### config.mk
export PLATFORM = sky130hd
export DESIGN_NAME = calibration_test_pattern_gen_unit
export DESIGN_NICKNAME = d
export VERILOG_FILES = /design/src/hdl/ctpg_pkg.sv /design/src/hdl/ctpg_raster.sv /design/src/hdl/ctpg_color.sv /design/src/hdl/calibration_test_pattern_gen_unit.sv
export SDC_FILE = /design/constraint.sdc
export NUM_CORES = 1
export LEC_CHECK = 0
export BUFFER_PORTS_ARGS = -buffer_cell sky130_fd_sc_hd__buf_2
export CAP_MARGIN = 30
export CORE_UTILIZATION = 45
export DETAILED_ROUTE_END_ITERATION = 10
export HOLD_SLACK_MARGIN = 0.12
export PLACE_DENSITY = 0.69
export SETUP_SLACK_MARGIN = 0.2
export SLEW_MARGIN = 20
export SYNTH_ARGS = -nofsm -noshare
export SYNTH_HDL_FRONTEND = slang
export SYNTH_SLANG_ARGS = --single-unit
### constraint.sdc
create_clock -name clk -period 5.3 [get_ports clk]
set_clock_uncertainty 0.2 [all_clocks]
set_input_delay 0 -clock clk [delete_from_list [all_inputs] [get_ports clk]]
set_output_delay 0 -clock clk [all_outputs]
set_load 0.05 [all_outputs]
### src/hdl/ctpg_pkg.sv
// Shared types and constants of the calibration test-pattern generator.
// No dependencies; every other file imports this package.
package ctpg_pkg;

	localparam int COORD_BITS    = 12;
	localparam int PHASE_BITS    = 7;
	localparam int COLOR_BITS    = 8;
	localparam int EXT_BITS      = COORD_BITS + 2;
	localparam int CFG_ADDR_BITS = 2;
	localparam int IN_DATA_BITS  = 8;
	localparam int OUT_FIELD_BITS = 3 * COLOR_BITS + 2 * COORD_BITS;
	localparam int OUT_DATA_BITS = ((OUT_FIELD_BITS + 7) / 8) * 8;

	typedef logic [COORD_BITS-1:0]    coord_t;
	typedef logic [PHASE_BITS-1:0]    phase_t;
	typedef logic [COLOR_BITS-1:0]    color_t;
	typedef logic [CFG_ADDR_BITS-1:0] cfg_addr_t;

	localparam cfg_addr_t CFG_FRAME_WIDTH  = CFG_ADDR_BITS'(0);
	localparam cfg_addr_t CFG_FRAME_HEIGHT = CFG_ADDR_BITS'(1);

	localparam coord_t RESET_WIDTH  = COORD_BITS'(640);
	localparam coord_t RESET_HEIGHT = COORD_BITS'(480);

	localparam phase_t PHASE_LAST = PHASE_BITS'(99);
	localparam phase_t PHASE_HALF = PHASE_BITS'(50);

	localparam color_t COLOR_FULL = COLOR_BITS'(255);
	localparam color_t COLOR_BG   = COLOR_BITS'(200);
	localparam color_t COLOR_MID  = COLOR_BITS'(100);
	localparam color_t COLOR_DARK = COLOR_BITS'(50);

	typedef struct packed {
		coord_t column;
		coord_t row;
		phase_t column_phase;
		phase_t row_phase;
		logic   line_end;
		logic   frame_end;
	} pos_t;

	typedef struct packed {
		color_t blue;
		color_t green;
		color_t red;
	} rgb_t;

endpackage

### src/hdl/ctpg_raster.sv
// Raster position counters: column, row and their modulo-100 phases.
// Depends on ctpg_pkg.
module ctpg_raster (
	input  logic            clk,
	input  logic            arst_n,
	input  logic            advance,
	input  logic            frame_start,
	input  ctpg_pkg::coord_t frame_width,
	input  ctpg_pkg::coord_t frame_height,
	output ctpg_pkg::pos_t   pos
);
	import ctpg_pkg::*;

	coord_t column_q, row_q;
	phase_t column_phase_q, row_phase_q;

	// restart applies before this pixel is produced
	always_comb begin
		pos.column       = frame_start ? '0 : column_q;
		pos.row          = frame_start ? '0 : row_q;
		pos.column_phase = frame_start ? '0 : column_phase_q;
		pos.row_phase    = frame_start ? '0 : row_phase_q;
		pos.line_end     = ({1'b0, pos.column} + (COORD_BITS+1)'(1)) >= {1'b0, frame_width};
		pos.frame_end    = pos.line_end &&
			(({1'b0, pos.row} + (COORD_BITS+1)'(1)) >= {1'b0, frame_height});
	end

	always_ff @(posedge clk or negedge arst_n) begin
		if (!arst_n) begin
			column_q       <= '0;
			row_q          <= '0;
			column_phase_q <= '0;
			row_phase_q    <= '0;
		end else if (advance) begin
			if (pos.line_end) begin
				column_q       <= '0;
				column_phase_q <= '0;
				if (pos.frame_end) begin
					row_q       <= '0;
					row_phase_q <= '0;
				end else begin
					row_q       <= pos.row + 1'b1;
					row_phase_q <= (pos.row_phase == PHASE_LAST) ? '0 : pos.row_phase + 1'b1;
				end
			end else begin
				column_q       <= pos.column + 1'b1;
				column_phase_q <= (pos.column_phase == PHASE_LAST) ? '0 :
					pos.column_phase + 1'b1;
				row_q          <= pos.row;
				row_phase_q    <= pos.row_phase;
			end
		end
	end

endmodule

### src/hdl/ctpg_color.sv
// Pattern color for one raster position: grid, center cross, corner squares.
// Depends on ctpg_pkg.
module ctpg_color (
	input  ctpg_pkg::pos_t   pos,
	input  ctpg_pkg::coord_t frame_width,
	input  ctpg_pkg::coord_t frame_height,
	output ctpg_pkg::rgb_t   rgb
);
	import ctpg_pkg::*;

	localparam logic [EXT_BITS-1:0] D10 = EXT_BITS'(10);
	localparam logic [EXT_BITS-1:0] D30 = EXT_BITS'(30);
	localparam logic [EXT_BITS-1:0] D50 = EXT_BITS'(50);

	function automatic logic near_band(input logic [EXT_BITS-1:0] v,
			input logic [EXT_BITS-1:0] size);
		return (v >= D10) && (v < D30) && (v < size);
	endfunction

	// v >= max(10, size-30) and v < size-10, kept free of negatives
	function automatic logic far_band(input logic [EXT_BITS-1:0] v,
			input logic [EXT_BITS-1:0] size);
		return (v >= D10) && (v + D30 >= size) && (v + D10 < size);
	endfunction

	logic [EXT_BITS-1:0] x, y, w, h, cx, cy;
	logic on_cross, nx, ny, fx, fy;

	always_comb begin
		x  = EXT_BITS'(pos.column);
		y  = EXT_BITS'(pos.row);
		w  = EXT_BITS'(frame_width);
		h  = EXT_BITS'(frame_height);
		cx = EXT_BITS'(frame_width >> 1);
		cy = EXT_BITS'(frame_height >> 1);
		on_cross = ((y == cy) && (x + D50 >= cx) && (x <= cx + D50) && (x < w)) ||
			((x == cx) && (y + D50 >= cy) && (y <= cy + D50) && (y < h));
		nx = near_band(x, w);
		ny = near_band(y, h);
		fx = far_band(x, w);
		fy = far_band(y, h);

		rgb = '{blue: COLOR_BG, green: COLOR_BG, red: COLOR_BG};
		if (pos.column_phase == '0 || pos.column_phase == PHASE_HALF ||
				pos.row_phase == '0 || pos.row_phase == PHASE_HALF) begin
			rgb = '{blue: COLOR_MID, green: COLOR_MID, red: COLOR_MID};
		end
		if (pos.column_phase == '0 || pos.row_phase == '0) begin
			rgb = '{blue: COLOR_DARK, green: COLOR_DARK, red: COLOR_DARK};
		end
		if (on_cross) begin
			rgb = '{blue: '0, green: '0, red: COLOR_FULL};
		end
		if (nx && ny) begin
			rgb = '{blue: COLOR_FULL, green: '0, red: '0};
		end
		if (fx && ny) begin
			rgb = '{blue: '0, green: COLOR_FULL, red: '0};
		end
		if (nx && fy) begin
			rgb = '{blue: '0, green: COLOR_FULL, red: COLOR_FULL};
		end
		if (fx && fy) begin
			rgb = '{blue: COLOR_FULL, green: '0, red: COLOR_FULL};
		end
	end

endmodule

### src/hdl/calibration_test_pattern_gen_unit.sv
// A pixel appears on the master side in the cycle after its tick transfers.
// Throughput: one pixel per cycle while the master side takes each pixel; the single result
// register frees up in the same cycle its pixel is taken, so ticks flow back to back.
// Reset (arst_n low, asynchronous): raster at (0,0), phases zero, output empty,
// frame size 640 x 480.
module calibration_test_pattern_gen_unit (
	input  logic                                clk,
	input  logic                                arst_n,
	input  logic                                s_axis_tvalid,
	output logic                                s_axis_tready,
	input  logic [ctpg_pkg::IN_DATA_BITS-1:0]   s_axis_tdata,  // [0] frame_start
	output logic                                m_axis_tvalid,
	input  logic                                m_axis_tready,
	// red, green, blue, column, row from bit 0 up
	output logic [ctpg_pkg::OUT_DATA_BITS-1:0]  m_axis_tdata,
	output logic                                m_axis_tlast,  // line_end
	output logic                                m_axis_tuser,  // frame_end
	input  logic                                cfg_valid,
	output logic                                cfg_ready,
	input  ctpg_pkg::cfg_addr_t                 cfg_addr,
	input  ctpg_pkg::coord_t                    cfg_data
);
	import ctpg_pkg::*;

	coord_t frame_width_q, frame_height_q;
	logic   accept;
	pos_t   pos;
	rgb_t   rgb;

	logic                     m_valid_q;
	logic [OUT_DATA_BITS-1:0] m_data_q;
	logic                     m_last_q, m_user_q;

	assign cfg_ready     = 1'b1;
	assign s_axis_tready = !m_valid_q || m_axis_tready;
	assign accept        = s_axis_tvalid && s_axis_tready;

	always_ff @(posedge clk or negedge arst_n) begin
		if (!arst_n) begin
			frame_width_q  <= RESET_WIDTH;
			frame_height_q <= RESET_HEIGHT;
		end else if (cfg_valid) begin
			case (cfg_addr)
				CFG_FRAME_WIDTH:  frame_width_q  <= cfg_data;
				CFG_FRAME_HEIGHT: frame_height_q <= cfg_data;
				default: ;
			endcase
		end
	end

	ctpg_raster u_raster (
		.clk          (clk),
		.arst_n       (arst_n),
		.advance      (accept),
		.frame_start  (s_axis_tdata[0]),
		.frame_width  (frame_width_q),
		.frame_height (frame_height_q),
		.pos          (pos)
	);

	ctpg_color u_color (
		.pos          (pos),
		.frame_width  (frame_width_q),
		.frame_height (frame_height_q),
		.rgb          (rgb)
	);

	always_ff @(posedge clk or negedge arst_n) begin
		if (!arst_n) begin
			m_valid_q <= 1'b0;
		end else if (accept) begin
			m_valid_q <= 1'b1;
		end else if (m_axis_tready) begin
			m_valid_q <= 1'b0;
		end
	end

	// hold the pixel until its transfer completes
	always_ff @(posedge clk) begin
		if (accept) begin
			m_data_q <= OUT_DATA_BITS'({pos.row, pos.column, rgb.blue, rgb.green, rgb.red});
			m_last_q <= pos.line_end;
			m_user_q <= pos.frame_end;
		end
	end

	assign m_axis_tvalid = m_valid_q;
	assign m_axis_tdata  = m_data_q;
	assign m_axis_tlast  = m_last_q;
	assign m_axis_tuser  = m_user_q;

endmodule

==> results of run 1 <==
-- registers in the layout, summed over array words and instances, names as in the netlist --
register                 count
m_axis_tvalid                1
u_raster.column_q           12
u_raster.column_phase_q      7
frame_width_q               12
m_axis_tdata                42
m_axis_tuser                 1
u_raster.row_q              12
m_axis_tlast                 1
frame_height_q              12
u_raster.row_phase_q         7
-- final cells by class --
| cell class | count | area share [%] |
|---|---|---|
| timing repair buffer | 126 | 7.83 |
| sequential | 107 | 26.3 |
| clock buffer | 9 | 2.04 |
| inverter | 65 | 2.23 |
| clock inverter | 7 | 0.827 |
| tap | 275 | 3.12 |
| multi-input combinational | 874 | 57.6 |
-- logic make-up (layout without fill, tap and decap cells) --
kind of cell / Yosys count / count (layout)
XOR/XNOR: 91 / 91
multiplexers: 20 / 20
adder cells (fa/ha/maj): 146 / 146
buffers and inverters: 123 / 207
AND/OR/NAND/NOR: 356 / 356
other: 1 / 1
flip-flops: 107 / 107
AO/OA/AOI/OAI: 260 / 260
-- critical path: cells and delay by family, from the launching register on --
family / cells / cell delay [ns]
AO/OA/AOI/OAI: 7 / 1.55
buffers and inverters: 1 / 0.27
AND/OR/NAND/NOR: 4 / 1.34
adder cells (fa/ha/maj): 2 / 0.62
flip-flops: 1 / 0.36
XOR/XNOR: 1 / 0.15
-- stage by stage --
stage	worst slack, ns	area, um2
after floorplan	0.643	9790
after global placement	0.714	10300
after detailed placement	0.571	10400
after CTS	0.660	11000
after global routing	0.251	11000
final	0.542	11000
-- worst min path at each step --
stage / startpoint / end / depth (start not counted)
5_1_grt: m_axis_tready / u_raster.column_phase_q[3] / 6
6_report: m_axis_tready / u_raster.column_q[0] / 6
3_3_place_gp: s_axis_tvalid / m_axis_tvalid / 2
2_1_floorplan: arst_n / frame_height_q[0] / 0
3_5_place_dp: s_axis_tvalid / m_axis_tvalid / 2
4_1_cts: m_axis_tready / u_raster.column_q[0] / 6
-- timing repair --
| item | in CTS | in global routing |
|---|---|---|
| setup endpoints to repair | 0 | 0 |
| hold buffers | 37 | 0 |
| hold endpoints to repair | 106 | 0 |
| setup buffers | 0 | 0 |
-- per-layer routing --
layer | wire length [um] | part of all wire (%) | track usage (%) | vias up
li1 | - | - | - | 4167
met1 | 12100 | 42 | 33.8 | 4154
met2 | 13600 | 48 | 43.7 | 307
met3 | 1900 | 6.7 | 5.03 | 68
met4 | 862 | 3.0 | 10.8 | 0
met5 | 0 | 0 | 0 | -
-- placed cells by master (no fill, tap or decap), drive strengths merged, types with 37 or more instances in the layout --
cell and instances:
edfxtp 44, dfrtp 57, xnor2 74, inv 67, a21oi 57, buf 89
nand2 106, nor2 58, dlygate4sd3 37, nand3 54, o21ai 60, ha 146
-- power by group through the flow --
stage                     logic (mW)  clock network [mW]  registers (mW)
after floorplan                0.533                   0            1.06
after global placement         0.769                   0            1.03
after detailed placement       0.789                   0            1.03
after CTS                      0.825               0.750            1.02
after global routing           0.928               0.779            1.03
final                          0.831               0.738            1.02
==> summary.md, run 1 <==
| Metric | Value |
|---|---|
| Floorplan die area | roughly 22000 um2 |
| Number of hold violations in the final report | 0 |
| Core outline area | 21200 um2 |
| Number of nets still failing antenna checks after routing | 0 |
| H-tree levels | 3 |
| Wire length of the first global-routing pass | approximately 45000 um |
| Post-synthesis average cell area | slightly below 9 um2 |
| Maximum number of pins on one net before global-route repair | 64 |
| Logic pwr share | between 30% and 40% |
| Launch point of the critical path | u_raster.row_q[2] |
| Pre-antenna DRT Iters | 7 |
| Pwr/cell area | about 230 nW/um2 |
| Required arrival time at the worst endpoint | 5.21 ns |
| Max Fanout on Critical Path | 6 |
| Maximum buffer depth of the clock tree | 2 |
| Clock sink count | 107 |
| FF+latch count, synth | 107 |
| Rows | 53 |
| Total Wirelength | ~28000 um |
| Peak ir drop on the vdd network | between 0.00015 and 0.0002 V |
| Cell Count, Final, Fillers Out | between 1k and 1.5k |
| FF+latch area | 2910 um2 |
| Cells on worst reg2reg path | 15 |
| Xor/xnor cell area share of the yosys netlist | 8.14% |
| Starting DRT DRC Count | around 730 |
| Routed WL per cell | approximately 19 um |
| Sequential Power Share | 39.4% |
| Switching power as a share of total power | 36.9% |
| Arithmetic-cell share of the synthesized area counting full adders, half adders and majority gates | 18.7% |
| Biggest area consumer among synthesized cells | sky130_fd_sc_hd__ha_1 |
| Startpoint of the most critical register-to-register path | u_raster.row_q[2] |
| Design internal power | ~1.6 mW |
| Mux contribution to synthesized area | about 2.2% |
| # resized after CTS | 0 |
| Worst hold path type | in2reg |
| Number of top-level pins | 80 |
| Root cell of the clock tree | sky130_fd_sc_hd__clkbuf_16 |
| Die height | approximately 150 um |
| Max_slew headroom | between 30% and 40% |
| Via count of the first global-routing pass | about 8.4k |
| Number of instances in the synthesized netlist | 1104 |
| Clock tree from TritonCTS | built |
| Number of enable-type register cells in the synthesized netlist | 44 |
| Status | complete, no violations |
| Total inserted antenna cells | 0 |
| Critical path cell sequence | nor2b_1, inv_1, ha_1, a31oi_1, nand2_1, xnor2_1, ha_1, o21ai_0, a21oi_1, o2111ai_1, o211ai_1, nand3_1, or2_2, o22ai_1, o21bai_1 |
| Layout-stage area growth over the synthesis result | 12.8% |
| DRC Markers | 0 |
| Final worst-path cycle share | ~90% |
| Number of setup violations in the final report | 0 |
| Kind of start point of the critical path | flip-flop |
| Dominant cell by count in the synthesized netlist | sky130_fd_sc_hd__ha_1 |
| Sum of negative setup slack | 0 ns |
| Master of the slowest instance on the critical path | sky130_fd_sc_hd__nor2b_1 |
| Yosys warns | 0 |
| Compound-gate portion of the synthesized area | 17.7% |
| Port-buffer cells | between 70 and 80 |
| Proportion of layout cells with a drive suffix above 1 | 11.7% |
| Register area share after synthesis | between 20 and 30% |
| Dominant cell type by count on the critical path | sky130_fd_sc_hd__ha_1 |
| Placed Cells incl. Taps | 1410 |
| Syn Nets | 1277 |
| Synth cell types | 77 |
| Measured slew at the worst slew-check pin | about 1.0 ns |
| Leak Pwr | ~5.0 nW |
| Total Power | 2.59 mW |
| Final Hold Slack | ~0.13 ns |
| Critical setup path kind | reg2reg |
| Worst R2R End | m_axis_tdata[10] |
| GPL Wtd Cong | about 0.95 |
| CTS Buf Count | 9 |
| Critical path arrival | 4.67 ns |
| Initial antenna violation count | 0 |
| Portion of total power attributed to the clock network | ~28% |
| Filler cells | between 1.5k and 2k |
| Worst reg-to-reg setup slack | 0.54 ns |
| Area of the mapped netlist | a little under 10000 um2 |
| Area share of and/or/nand/nor cells after synthesis | 18.2% |
| Critical path capture point type | flip-flop |
| Achievable clock frequency | about 0.21 GHz |
| Most used flip-flop cell after synthesis | sky130_fd_sc_hd__dfrtp_1 |
| Residual overflow from global routing | 0 |
| Net Switching | ~0.95 mW |
| Via density | between 5 and 6 |
| Footprint of the multi-input gates | between 6000 and 7000 um2 |
| Final layout net count | between 1k and 1.5k |
| Most instantiated cells after synthesis | sky130_fd_sc_hd__ha_1 (146), sky130_fd_sc_hd__nand2_1 (106), sky130_fd_sc_hd__xnor2_1 (74) |
| Minimum period implied by the final worst setup slack | between 4 and 5 ns |
| Combinational family with the most area after synthesis | adder cells |
| Starting density of the core | a little under half |
| Cell types with the largest area share after synthesis | sky130_fd_sc_hd__ha_1 (19%), sky130_fd_sc_hd__dfrtp_1 (15%), sky130_fd_sc_hd__edfxtp_1 (14%), sky130_fd_sc_hd__xnor2_1 (6.6%), sky130_fd_sc_hd__nand2_1 (4.1%) |
| Max-cap violations | 0 |
| Worst Setup EP | m_axis_tdata[10] |
| Estimated wirelength of the detail-placed design | 20700 um |
| Fraction of synthesis flops using an asynchronous set or reset pin | around three fifths |
| Die X | roughly 150 um |
| Slew Limit Fails | 0 |
| Total Routing Usage GR | a little over a quarter |
| CP peak stage delay | roughly 0.55 ns |
| Synth top area share | 18.7% |
| Total via count after detailed routing | a little under 9k |
| Clock latency on the worst-skew pair | approximately 0.37 ns |
| Register clock-pin slew on the reported worst setup and hold paths | approximately 0.080 ns |
| Core utilization of the finished layout | 52.2% |
| Unrepaired setup endpoints after global routing | no |
No activity file was read; power rests on OpenSTA's default activity.
==> run 2: changes to the inputs <==
--- a/config.mk
+++ b/config.mk
@@ -8,7 +8,9 @@
 export BUFFER_PORTS_ARGS = -buffer_cell sky130_fd_sc_hd__buf_2
 export CAP_MARGIN = 30
 export CORE_UTILIZATION = 45
+export CTS_BUF_LIST = sky130_fd_sc_hd__clkbuf_16
 export DETAILED_ROUTE_END_ITERATION = 10
+export GPL_TIMING_DRIVEN = 0
 export HOLD_SLACK_MARGIN = 0.12
 export PLACE_DENSITY = 0.69
 export SETUP_SLACK_MARGIN = 0.2
==> run 2 against run 1 <==
Against the previous run:
- first-iteration DRC count fell by 10%
- sequential share of layout area is 0.87 points lower
- final area rose by 3.4%
- global-route usage increased by 1.2 points
- critical path type is now in2reg
- count of clock-buffer cells in the layout unchanged
==> summary.md, run 2 (same netlist as run 1, synthesis figures left out) <==
| Metric | Value |
|---|---|
| Status | complete, no violations |
| Die height | 149 um |
| Minimum period implied by the final worst setup slack | 4.90 ns |
| Kind of start point of the critical path | primary input |
| Proportion of layout cells with a drive suffix above 1 | 14.3% |
| Critical setup path kind | in2reg |
| Root cell of the clock tree | sky130_fd_sc_hd__clkbuf_16 |
| Via count of the first global-routing pass | between 8k and 9k |
| Leak Pwr | 5.11 nW |
| Final layout net count | approximately 1.4k |
| Number of top-level pins | 80 |
| Pwr/cell area | 228 nW/um2 |
| Estimated wirelength of the detail-placed design | between 20000 and 25000 um |
| Maximum buffer depth of the clock tree | 2 |
| Cell Count, Final, Fillers Out | approximately 1.5k |
| Most frequent cells in the layout | sky130_fd_sc_hd__ha_1 (146), sky130_fd_sc_hd__nand2_1 (106), sky130_fd_sc_hd__buf_2 (76) |
| Worst R2R End | m_axis_tdata[21] |
| DRC Markers | 0 |
| Worst hold path type | in2reg |
| Die X | 149 um |
| Total Routing Usage GR | approximately 28% |
| Max Fanout on Critical Path | 10 |
| Starting DRT DRC Count | about 650 |
| Sum of negative setup slack | 0 ns |
| Port-buffer cells | roughly 70 |
| Pre-antenna DRT Iters | 5 |
| Final std cell area, no fill | 11400 um2 |
| Placed Cells incl. Taps | around 1.5k |
| Floorplan die area | around 22000 um2 |
| H-tree levels | 3 |
| Worst reg-to-reg setup slack | around 0.63 ns |
| Rows | 53 |
| GPL Wtd Cong | between 0.9 and 1 |
| Number of setup violations in the final report | 0 |
| Filler cells | 1959 |
| Achievable clock frequency | around 0.20 GHz |
| Residual overflow from global routing | 0 |
| Most common cell after layout, fill and taps aside | sky130_fd_sc_hd__ha_1 |
| Clock tree from TritonCTS | built |
| Measured slew at the worst slew-check pin | 0.787 ns |
| Final worst-path cycle share | slightly above 90% |
| Unrepaired setup endpoints after global routing | no |
| Number of nets still failing antenna checks after routing | 0 |
| Wire length of the first global-routing pass | between 40000 and 50000 um |
| Required arrival time at the worst endpoint | ~5.4 ns |
| Initial antenna violation count | 0 |
| Routed WL per cell | around 20 um |
| CTS Buf Count | 9 |
| Max-cap violations | 0 |
| Max_slew headroom | 46.2% |
| Destination of the worst hold path | u_raster.column_phase_q[4] |
| Layout-stage area growth over the synthesis result | 16.7% |
| Slew Limit Fails | 0 |
| Total Wirelength | roughly 30000 um |
| Starting density of the core | a little under half |
| Startpoint of the most critical register-to-register path | u_raster.row_q[2] |
| Critical path capture point type | flip-flop |
| Critical path arrival | ~5.0 ns |
| Via density | just under 6 |
| Clock latency on the worst-skew pair | between 0.3 and 0.4 ns |
| Cells on worst reg2reg path | 17 |
| Register clock-pin slew on the reported worst setup and hold paths | about 0.08 ns |
| Maximum number of pins on one net before global-route repair | 45 |
| Peak ir drop on the vdd network | about 0.00016 V |
| Placed instance area | around 11000 um2 |
| Launch point of the worst hold path | m_axis_tready |
| Clock sink count | ~110 |
| Max reg flops | 42 |
| Worst hold path depth | 4 |
| Total via count after detailed routing | 8948 |
| Total inserted antenna cells | 0 |
| Core outline area | 21200 um2 |
| Number of hold violations in the final report | 0 |
| Final Hold Slack | ~0.22 ns |
## run 2: cell types whose count changed in the layout (fill, tap and decap cells not counted), sizes merged
cell,change
dlygate4sd3,+1
clkbuf,+39
clkinv,+2
buf,+10
bufinv,-1
clkinvlp,-1
## run 2: how the worst max path moves through the flow
stage                          startpoint                         end  slack (ns)  depth (start not counted)
after floorplan           s_axis_tdata[0]  u_raster.column_phase_q[5]        0.64                         23
after global placement    s_axis_tdata[0]  u_raster.column_phase_q[5]       -1.42                         24
after detailed placement  s_axis_tdata[0]             m_axis_tdata[2]       -1.36                         25
after CTS                 s_axis_tdata[0]  u_raster.column_phase_q[5]        0.24                         24
after global routing      s_axis_tdata[0]           u_raster.row_q[3]        0.21                         24
final                     s_axis_tdata[0]           u_raster.row_q[4]        0.40                         23
## run 2: area by class of cell
cell class | instances | area [um2] | area share [%]
multi-input combinational | 874 | 6480 | 56.7
sequential | 107 | 2910 | 25.4
timing repair buffer | 118 | 833 | 7.30
tap | 275 | 344 | 3.01
buffer | 58 | 309 | 2.71
inverter | 65 | 249 | 2.18
clock buffer | 9 | 225 | 1.97
clock inverter | 7 | 78.8 | 0.690
## run 2: stage by stage
step	util (%)	worst slack [ns]	power [mW]
floorplan	-	0.643	1.59
global placement	49.6	-1.42	1.82
detailed placement	49.8	-1.36	1.84
CTS	53.5	0.238	2.59
global route	54.0	0.214	2.73
finish	54.0	0.396	2.60
## run 2: metal layers
layer | vias up | share of wire [%] | GRT usage (%)
met2 | 331 | 47 | 46.6
met3 | 65 | 5.1 | 3.35
met5 | - | 0 | 0
met1 | 4285 | 45 | 36.0
li1 | 4267 | - | -
met4 | 0 | 2.9 | 10.9
## run 2: critical path, stage by stage
cell and delay (ns):
sky130_fd_sc_hd__buf_2 0.13, sky130_fd_sc_hd__clkbuf_4 0.22, sky130_fd_sc_hd__buf_6 0.18, sky130_fd_sc_hd__clkbuf_4 0.20, sky130_fd_sc_hd__buf_4 0.22, sky130_fd_sc_hd__clkbuf_4 0.22, sky130_fd_sc_hd__clkbuf_4 0.22, sky130_fd_sc_hd__nand2b_1 0.30
sky130_fd_sc_hd__inv_2 0.19, sky130_fd_sc_hd__ha_1 0.29, sky130_fd_sc_hd__nand2_1 0.15, sky130_fd_sc_hd__nor3_4 0.29, sky130_fd_sc_hd__nand3_1 0.16, sky130_fd_sc_hd__xnor2_1 0.28, sky130_fd_sc_hd__ha_1 0.31, sky130_fd_sc_hd__o21a_1 0.20
sky130_fd_sc_hd__a21oi_1 0.20, sky130_fd_sc_hd__a21oi_1 0.13, sky130_fd_sc_hd__and3b_1 0.22, sky130_fd_sc_hd__clkbuf_2 0.19, sky130_fd_sc_hd__nand2_1 0.19, sky130_fd_sc_hd__nor2_4 0.32, sky130_fd_sc_hd__a22o_1 0.20
## run 2: power breakdown
part	internal (mW)	switching [mW]	leakage (nW)	total (mW)
registers	0.936	0.0645	1.24	1.00
logic	0.335	0.553	3.73	0.888
clock network	0.338	0.378	0.148	0.715
total	1.61	0.995	5.11	2.60
## run 2: timing repair
item,in CTS,in global routing
endpoints found under the setup margin,58,50
hold buffers,38,1
endpoints found under the hold margin,92,1
pin swaps,2,6
buffers inserted,3,2
cloned,0,0
resized for setup,21,30
